$ cat src/rtl/divide_128_quotient_remainder_unit_defines.svh
// Assertion macros used by the controller of the 128-bit divider RTL
`ifndef DIVIDE_128_QUOTIENT_REMAINDER_UNIT_DEFINES_SVH
`define DIVIDE_128_QUOTIENT_REMAINDER_UNIT_DEFINES_SVH

// Property checked at every rising clock edge outside reset
`define DIV128QR_ASSERT(lbl, prop, msg) \
  lbl: assert property (@(posedge clk) disable iff (rst) (prop)) else $error(msg);

// Same-cycle implication outside reset
`define DIV128QR_ASSERT_IMPL(lbl, ante, cons, msg) \
  lbl: assert property (@(posedge clk) disable iff (rst) (ante) |-> (cons)) else $error(msg);

// Next-cycle implication outside reset
`define DIV128QR_ASSERT_NEXT(lbl, ante, cons, msg) \
  lbl: assert property (@(posedge clk) disable iff (rst) (ante) |=> (cons)) else $error(msg);

`endif

$ cat src/rtl/div128qr_pkg.sv
// Types and constants of the 128-bit divider
`default_nettype none

package div128qr_pkg;

  localparam int unsigned HALF_W = 64;
  localparam int unsigned FULL_W = 2 * HALF_W;
  localparam int unsigned STEPS  = FULL_W;
  localparam int unsigned CNT_W  = $clog2(STEPS);

  typedef struct packed {
    logic [HALF_W-1:0] dividend_hi;
    logic [HALF_W-1:0] dividend_lo;
    logic [HALF_W-1:0] divisor_hi;
    logic [HALF_W-1:0] divisor_lo;
  } div128qr_in_t;

  typedef struct packed {
    logic [HALF_W-1:0] quotient_hi;
    logic [HALF_W-1:0] quotient_lo;
    logic [HALF_W-1:0] remainder_hi;
    logic [HALF_W-1:0] remainder_lo;
    logic              zero_divisor;
  } div128qr_out_t;

  typedef struct packed {
    logic load;
    logic step;
  } div128qr_cmd_t;

  typedef struct packed {
    logic div_zero;
  } div128qr_stat_t;

endpackage

`default_nettype wire

$ cat src/rtl/div128qr_dp.sv
// Datapath of the 128-bit divider: remainder, quotient and divisor registers
`default_nettype none

module div128qr_dp (
  input  wire                         clk,
  input  wire div128qr_pkg::div128qr_cmd_t  cmd,
  input  wire div128qr_pkg::div128qr_in_t   req,
  output div128qr_pkg::div128qr_stat_t      status,
  output div128qr_pkg::div128qr_out_t       rsp
);
  import div128qr_pkg::*;

  logic [FULL_W-1:0] rem;
  logic [FULL_W-1:0] quo;
  logic [FULL_W-1:0] den;
  logic              div_zero;

  logic [FULL_W:0]   trial;
  logic [FULL_W+1:0] diff;
  logic              borrow;

  // shift one dividend bit into the partial remainder and try the subtract
  assign trial  = {rem, quo[FULL_W-1]};
  assign diff   = {1'b0, trial} - {2'b00, den};
  assign borrow = diff[FULL_W+1];

  always_ff @(posedge clk) begin
    if (cmd.load) begin
      rem      <= '0;
      quo      <= {req.dividend_hi, req.dividend_lo};
      den      <= {req.divisor_hi, req.divisor_lo};
      div_zero <= ({req.divisor_hi, req.divisor_lo} == '0);
    end else if (cmd.step) begin
      rem <= borrow ? trial[FULL_W-1:0] : diff[FULL_W-1:0];
      quo <= {quo[FULL_W-2:0], ~borrow};
    end
  end

  assign status.div_zero = div_zero;

  always_comb begin
    rsp              = '0;
    rsp.zero_divisor = div_zero;
    if (!div_zero) begin
      rsp.quotient_hi  = quo[FULL_W-1:HALF_W];
      rsp.quotient_lo  = quo[HALF_W-1:0];
      rsp.remainder_hi = rem[FULL_W-1:HALF_W];
      rsp.remainder_lo = rem[HALF_W-1:0];
    end
  end

endmodule

`default_nettype wire

$ cat src/rtl/div128qr_ctrl.sv
// Controller of the 128-bit divider: sequences the shift-subtract steps
`default_nettype none

`include "divide_128_quotient_remainder_unit_defines.svh"

module div128qr_ctrl (
  input  wire                          clk,
  input  wire                          rst,
  input  wire                          start,
  input  wire div128qr_pkg::div128qr_stat_t  status,
  output logic                         busy,
  output logic                         done,
  output div128qr_pkg::div128qr_cmd_t        cmd
);
  import div128qr_pkg::*;

  typedef enum logic {IDLE, RUN} state_t;

  state_t           state;
  logic [CNT_W-1:0] cnt;
  logic             last;

  assign last     = (cnt == CNT_W'(STEPS - 1));
  assign cmd.load = (state == IDLE) && start;
  assign cmd.step = (state == RUN) && !status.div_zero;

  always_ff @(posedge clk) begin
    if (rst) begin
      state <= IDLE;
      busy  <= 1'b0;
      done  <= 1'b0;
      cnt   <= '0;
    end else begin
      unique case (state)
        IDLE: begin
          done <= 1'b0;
          if (start) begin
            state <= RUN;
            busy  <= 1'b1;
            cnt   <= '0;
          end
        end
        RUN: begin
          if (status.div_zero || last) begin
            state <= IDLE;
            busy  <= 1'b0;
            done  <= 1'b1;
          end else begin
            cnt <= cnt + CNT_W'(1);
          end
        end
        default: begin
          state <= IDLE;
          busy  <= 1'b0;
          done  <= 1'b0;
        end
      endcase
    end
  end

  `DIV128QR_ASSERT(a_done_not_busy, !(done && busy), "result strobe while busy")
  `DIV128QR_ASSERT_NEXT(a_done_pulse, done, !done, "result strobe longer than one cycle")
  `DIV128QR_ASSERT_NEXT(a_start_busy, start && !busy, busy, "accepted item did not raise busy")
  `DIV128QR_ASSERT_IMPL(a_busy_state, busy, state == RUN, "busy outside the run state")

endmodule

`default_nettype wire

$ cat src/rtl/divide_128_quotient_remainder_unit.sv
// Top level of the unsigned 128-bit quotient and remainder divider
// Operation: one restoring shift-subtract step per quotient bit, 128 steps,
//   from the accepting edge to the done strobe; a zero divisor skips the
//   steps. The single 129-bit subtractor serves all steps, so no new item
//   is taken while busy. A new item may be started in the done cycle.
// Reset: synchronous, active high; clears the controller, the datapath
//   holds no control state. The receiver cannot stall the result.
`default_nettype none

module divide_128_quotient_remainder_unit (
  input  wire                              clk,
  input  wire                              rst,
  input  wire                              start,
  input  wire div128qr_pkg::div128qr_in_t  req,
  output logic                             busy,
  output logic                             done,
  output div128qr_pkg::div128qr_out_t      rsp
);
  import div128qr_pkg::*;

  div128qr_cmd_t  cmd;
  div128qr_stat_t status;

  div128qr_ctrl u_ctrl (
    .clk    (clk),
    .rst    (rst),
    .start  (start),
    .status (status),
    .busy   (busy),
    .done   (done),
    .cmd    (cmd)
  );

  div128qr_dp u_dp (
    .clk    (clk),
    .cmd    (cmd),
    .req    (req),
    .status (status),
    .rsp    (rsp)
  );

endmodule

`default_nettype wire
$ cat config.mk
export PLATFORM = sky130hd
export DESIGN_NAME = divide_128_quotient_remainder_unit
export DESIGN_NICKNAME = d
export VERILOG_FILES = /design/src/rtl/div128qr_pkg.sv /design/src/rtl/div128qr_dp.sv /design/src/rtl/div128qr_ctrl.sv /design/src/rtl/divide_128_quotient_remainder_unit.sv
export VERILOG_INCLUDE_DIRS = /design/src /design/src/rtl
export SDC_FILE = /design/constraint.sdc
export NUM_CORES = 1
export LEC_CHECK = 0
export ABC_CLOCK_PERIOD_IN_PS = 10800
export BUFFER_PORTS_ARGS = -buffer_cell sky130_fd_sc_hd__buf_2
export CAP_MARGIN = 20
export CORE_MARGIN = 8
export CORE_UTILIZATION = 50
export DETAILED_ROUTE_END_ITERATION = 8
export MAX_ROUTING_LAYER = met4
export PLACE_DENSITY = 0.83
export SLEW_MARGIN = 15
export SYNTH_ARGS = -nofsm -noshare
export SYNTH_HDL_FRONTEND = slang
export SYNTH_HIERARCHICAL = 1
export SYNTH_SLANG_ARGS = --single-unit
$ cat constraint.sdc
create_clock -name clk -period 10.8 [get_ports clk]
set_input_delay 0.54 -clock clk [delete_from_list [all_inputs] [get_ports clk]]
set_output_delay 0.54 -clock clk [all_outputs]
set_load 0.01 [all_outputs]
==> impl_metrics.ini, run 1 <==
[pwr]
peakVddDrop_mv = 0.1169
p_total_w = 0.004448
p_per_area_nw_per_um2 = 143.8
power_leakage_nw = 12.90

[critical_path]
rrSetupSlack_ns = 6.01
r2r-end = u_dp/rem[37]$_SDFFE_PP0P_
r2r_start = u_dp/rem[23]$_SDFFE_PP0P_
worstSetupStartpoint = u_dp/rem[23]$_SDFFE_PP0P_
r2r_cells = 13
worstPathMaxFanout = 59
worstPathArrival_ns = 5.23
worstPathRequired_ns = 11.24
critPathLaunchType = register
end_kind = register
worstSetupPathType = reg2reg

[clock_network]
cts_buffer_depth = 3
clk-insertion-delay-late_ns = 0.59
post_cts_resized = 0
cts.sinks = 395
cts_tree = yes
htree_levels = 2
post-cts-setup-buffers = 0
path_clk_slew_ns = 0.06
cts_buffers = 44
holdBufCountCts = 0
clock-root-buffer = clkbuf_16

[floorplanning]
fp.coreArea_um2 = 52660
rows = 84
io_pins = 518
die_w_um = 247.1
die_y_um = 247.1
start_util_pct = 50.70
die_area_um2 = 61040

[cells_and_area]
fin_nets = 3746
drive_gt1_share_pct = 23.22
areaGrowthSynthToFinish_pct = 15.81
post-route-util_pct = 58.72

[yosys]
ys_seq_area_share_pct = 39.26
synth_warnings = 6
synth_seq_cells = 395
synth_cells = 2971
ys.flop_type = edfxtp_1
syn-num-nets = 3360
synth_area_per_cell_um2 = 8.986
yosysUniqueCellTypes = 101
synth_area_um2 = 26700
synth-edff-count = 257
async_flop_share_pct = 0

[route]
wl_per_cell_um = 23.06
ant_nets = 0
drt-total-wl_mm = 94.58
drc_errors = 0
vias = 24640
drt_first_pass_iters = 7
vias_per_cell = 6.007
dr.first_iter.drc_count = 2240

[worst_hold_path]
hold_end = u_dp/den[28]$_DFFE_PP_
hold_start = req[28]
hold_path.class = in2reg
hold_depth = 1

[placement]
hpwl_mm = 72.14
portBuffers = 517
place.gp.congestion = 1.003
pre_cts_slack_ns = 6.089

[timing]
clock_skew_ns = 0.01129
finalHoldViolCount = 0
tightest_slew_ns = 1.127
fin_crit_ns = 4.787
period_share_pct = 44.32
setup_tns_ns = 0
slew_violations = 0
setup_ws_ns = 6.013
fmax_mhz = 208.9
rsz0062_at_grt = false
slew_headroom_pct = 24.84
setup_violations = 0

[global_routing]
grt_pass1_vias = 24150
grt_max_degree = 188
globalRouteOverflowTotal = 0
grt_first_pass_wirelength_mm = 141.2
track_usage_pct = 30.45
antenna_found_initial = 22

[job]
maxCapViolations = 0

[status]
status = complete, no violations
[cell families (layout without fill, tap and decap cells)]
group                      Yosys count  count (layout)  synth area share, %
DFF                                395             395                39.26
other                                0              21                    0
AOI/OAI and AO/OA                  759             759                19.17
muxes                              140             140                5.854
xor gates and xnor gates           117             117                3.838
buffers and inverters              374             796                5.779
and+or+nand+nor                   1056            1056                19.98
adders and majority gates          130             130                6.121
[synth_stat cells (all sizes together), types with 25 or more instances]
| cell type | instances | area, um^2 |
|---|---|---|
| a21o | 57 | 427.9 |
| a21oi | 228 | 1149 |
| a311oi | 72 | 724.5 |
| a31oi | 25 | 156.4 |
| buf | 52 | 331.6 |
| clkbuf | 143 | 538.0 |
| dfxtp | 138 | 2763 |
| edfxtp | 257 | 7717 |
| ha | 129 | 1614 |
| inv | 177 | 664.4 |
| mux2 | 129 | 1453 |
| nand2 | 314 | 1194 |
| nand3 | 28 | 157.7 |
| nand4 | 85 | 546.8 |
| nor2 | 210 | 790.8 |
| nor2b | 259 | 1620 |
| nor3 | 37 | 185.2 |
| nor4 | 45 | 296.5 |
| o21a | 27 | 202.7 |
| o21ai | 151 | 774.5 |
| o21bai | 40 | 304.0 |
| xnor2 | 68 | 595.6 |
| xor2 | 49 | 429.2 |
[routing by layer]
layer  vias up  global-route usage, %  routed length, um
met4         0                  14.60               4704
met1     11640                  37.08              37240
met5         -                      -                  0
met2      1234                  47.48              43720
met3       236                  7.089               8913
li1      11540                      -                  -
[where the power goes]
part / leakage (nW) / total, W / switching (W) / internal (W)
logic: 8.61 / 0.00112 / 0.000689 / 0.000433
clock network: 0.680 / 0.00147 / 0.000637 / 0.000833
registers: 3.61 / 0.00186 / 0.0000916 / 0.00176
[stage by stage]
step / area, um^2 / cells / hold WS (ns)
floorplan: 26700 / 2971 / 0.4482
global placement: 29460 / 3998 / 0.4645
detailed placement: 29460 / 3998 / 0.4849
CTS: 30840 / 4080 / 0.1019
global route: 30920 / 4102 / 0.1199
finish: 30920 / 4102 / 0.1411
[flip-flops by register name (all words and copies together) (netlist names)]
register and count:
u_dp/den 128, u_dp/quo 128, u_dp/rem 128, u_ctrl/cnt 7
u_ctrl/busy 1, u_ctrl/done 1, u_ctrl/state 1, u_dp/status 1
[layout make-up]
cell class,instances,area (um^2)
antenna,21,52.55
clock buffer,67,1259
clock inverter,15,123.9
fill,4632,21740
inverter,179,689.4
multi-input combinational,2202,14700
sequential,395,10480
tap,688,860.8
timing repair buffer,535,2755
[cells in the final DEF (no fill, tap or decap), types with 44 or more instances in the layout]
| master | n |
|---|---|
| a21o_1 | 57 |
| a21oi_1 | 226 |
| a311oi_1 | 57 |
| buf_2 | 517 |
| clkbuf_16 | 45 |
| dfxtp_1 | 138 |
| edfxtp_1 | 257 |
| ha_1 | 129 |
| inv_1 | 175 |
| mux2_2 | 128 |
| nand2_1 | 310 |
| nand4_1 | 84 |
| nor2_1 | 207 |
| nor2b_1 | 259 |
| nor4_1 | 44 |
| o21ai_0 | 117 |
| xnor2_1 | 68 |
| xor2_1 | 49 |
[worst max-delay path by stage]
stage	slack, ns	end	cells after the start
floorplan	3.90	u_dp/quo[0]$_DFFE_PP_	7
global placement	6.14	u_dp/rem[118]$_SDFFE_PP0P_	15
detailed placement	6.09	u_dp/rem[118]$_SDFFE_PP0P_	15
CTS	6.07	u_dp/rem[91]$_SDFFE_PP0P_	15
global route	5.64	u_dp/rem[54]$_SDFFE_PP0P_	12
finish	6.01	u_dp/rem[37]$_SDFFE_PP0P_	13
[worst max-delay path: stages (launching register included)]
cell and delay, ns:
dfxtp_1 0.33, ha_1 0.43, a21oi_1 0.22, o21ai_0 0.15
a22oi_1 0.22, a31oi_1 0.22, nor3_1 0.49, a2111oi_2 0.18
a211oi_2 0.49, o21ba_4 0.72, buf_4 0.67, nor2_1 0.11
a211oi_1 0.25, nor3_1 0.06
(Power assumes the default switching activity.)
==> run 2: changes to the inputs <==
ABC_CLOCK_PERIOD_IN_PS = 4110   (was 10800)
PLACE_DENSITY = 0.86   (was 0.83)
clock period = 4.11 ns   (was 10.8 ns; I/O delays follow)
==> run 2 against run 1 <==
Clock power grew to 2.8 times the previous value. Register-to-register slack worse by 5.9 ns. Wire length increased by 11%. Critical path depth up 2. Clock skew grew 0.021 ns. Setup slack got worse by 5.9 ns. Critical endpoint is now u_dp/rem[52]$_SDFFE_PP0P_. Final cell count grew 7.5%. Utilization is 6.1 points higher. Cell area increased by 10%. Die area unchanged. Sequential power grew to 2.6 times the previous value. Hold slack gained 0.20 ns.
==> impl_metrics.ini, run 2 (same netlist as run 1, synthesis figures left out) <==
[critical_path]
worstPathArrival_ns = 4.49
critPathLaunchType = register
r2r-end = u_dp/rem[52]$_SDFFE_PP0P_
worstPathMaxFanout = 5
rrSetupSlack_ns = 0.12
worstPathRequired_ns = 4.61
end_kind = register
worstSetupPathType = reg2reg
r2r_cells = 15
r2r_start = u_dp/quo[127]$_DFFE_PP_

[global_routing]
grt_max_degree = 148
antenna_found_initial = 13
grt_pass1_vias = 26590
grt_first_pass_wirelength_mm = 156.5
track_usage_pct = 33.77
globalRouteOverflowTotal = 0

[cells_and_area]
drive_gt1_share_pct = 23.16
final_cell_mix = buf_2, nand2_1, dlygate4sd3_1, nor2b_1, edfxtp_1
seqCellArea_um2 = 10480
areaGrowthSynthToFinish_pct = 27.85
post-route-util_pct = 64.82
final_area_um2 = 34130
final_common_cell = buf_2
fill_cells = 4079
fin_nets = 4058
biggestRegsByFlops = u_dp/den (128), u_dp/quo (128), u_dp/rem (128)
multi_input_area_um2 = 14730

[clock_network]
htree_levels = 2
cts_tree = yes
cts_buffer_depth = 3
clock-root-buffer = clkbuf_16
cts.sinks = 395
clk-insertion-delay-late_ns = 0.60
cts_buffers = 45
path_clk_slew_ns = 0.06

[pwr]
p_int_w = 0.008295
combPwrFrac_pct = 26.9
switching_share_pct = 32.76
p_per_area_nw_per_um2 = 361.4
p_total_w = 0.01234
power_leakage_nw = 14.31
clkPwrFrac_pct = 33.4
p_seq_share_pct = 39.7
peakVddDrop_mv = 0.3449
switchingPower_w = 0.004042

[floorplanning]
die_y_um = 247.1
fp.coreArea_um2 = 52660
start_util_pct = 50.70
die_w_um = 247.1
io_pins = 518
die_area_um2 = 61040
rows = 84

[timing]
setup_violations = 0
setup_ws_ns = 0.1200
slew_violations = 0
clock_skew_ns = 0.03217
fmax_mhz = 250.6
timing.hold.ws_ns = 0.3369
fin_crit_ns = 3.990
period_share_pct = 97.08
finalHoldViolCount = 0
slew_headroom_pct = 33.98
rsz0062_at_grt = true
tightest_slew_ns = 0.9821

[job]
maxCapViolations = 0

[route]
drt-total-wl_mm = 105.1
vias = 26670
dr.first_iter.drc_count = 2659
drt_first_pass_iters = 6
drc_errors = 0
wl_per_cell_um = 23.85
vias_per_cell = 6.051
ant_nets = 0

[worst_hold_path]
hold_path.class = in2reg
hold_depth = 2
hold_start = req[39]
hold_end = u_dp/den[39]$_DFFE_PP_

[placement]
portBuffers = 517
placed_cell_area_um2 = 29980
place.gp.congestion = 0.9899
hpwl_mm = 74.85
pre_cts_slack_ns = 0.1014

[status]
status = complete, no violations
==> run 2: critical path, stage by stage (launching register included) <==
cell and delay, ns:
edfxtp_1 0.39, inv_1 0.09, ha_1 0.16, inv_1 0.06, fa_1 0.39, a21o_1 0.21, a221o_1 0.39, a22oi_2 0.28
nand2_1 0.11, a22oi_1 0.40, nand2_1 0.22, a31o_2 0.32, a21boi_0 0.38, xnor2_1 0.17, nand2_1 0.07, a311oi_1 0.25
==> run 2: stage by stage <==
step           cells  setup TNS [ns]
2_1_floorplan   2971         -142.92
3_3_place_gp    4047               0
3_5_place_dp    4047               0
4_1_cts         4389               0
5_1_grt         4406       -0.009731
6_report        4408               0
==> run 2: metal layers <==
layer | part of all wire (%) | track usage, % | up-vias
li1 | - | - | 12150
met3 | 9.2 | 6.949 | 365
met5 | 0 | - | -
met4 | 6.0 | 17.51 | 0
met1 | 38 | 39.63 | 12610
met2 | 47 | 54.50 | 1552
==> run 2: how the worst max path moves through the flow <==
stage                                     end  slack [ns]                startpoint
floorplan               u_dp/quo[0]$_DFFE_PP_       -1.11   u_ctrl/state$_SDFF_PP0_
global placement    u_dp/rem[66]$_SDFFE_PP0P_        0.21    u_dp/den[36]$_DFFE_PP_
detailed placement  u_dp/rem[37]$_SDFFE_PP0P_        0.10  u_dp/rem[8]$_SDFFE_PP0P_
CTS                 u_dp/rem[37]$_SDFFE_PP0P_        0.08  u_dp/rem[8]$_SDFFE_PP0P_
global route         u_dp/rem[8]$_SDFFE_PP0P_       -0.01    u_dp/den[70]$_DFFE_PP_
finish              u_dp/rem[52]$_SDFFE_PP0P_        0.12   u_dp/quo[127]$_DFFE_PP_
==> run 2: power groups by stage <==
stage | Combinational [W] | Clock [W] | Sequential, W
2_1_floorplan | 0.00202 | 0 | 0.00485
3_3_place_gp | 0.00295 | 0 | 0.00493
3_5_place_dp | 0.00298 | 0 | 0.00494
4_1_cts | 0.00320 | 0.00412 | 0.00486
5_1_grt | 0.00356 | 0.00429 | 0.00492
6_report | 0.00332 | 0.00412 | 0.00490
==> run 2: final cells by class <==
class                           instances  area share [%]
Inverter                              179           1.998
Clock buffer                           54           3.516
Timing Repair Buffer                  846           17.19
Sequential cell                       395           30.71
Clock inverter                         29          0.8065
Tap cell                              688           2.522
Antenna cell                           15          0.1100
Multi-Input combinational cell       2202           43.15
==> run 2: what timing repair did <==
| action | CTS | global route |
|---|---|---|
| resized for setup | 0 | 5 |
| setup buffers | 0 | 3 |
| hold endpoints to repair | 266 | 0 |
| setup endpoints to repair | 0 | 73 |
| hold buffers | 259 | 0 |
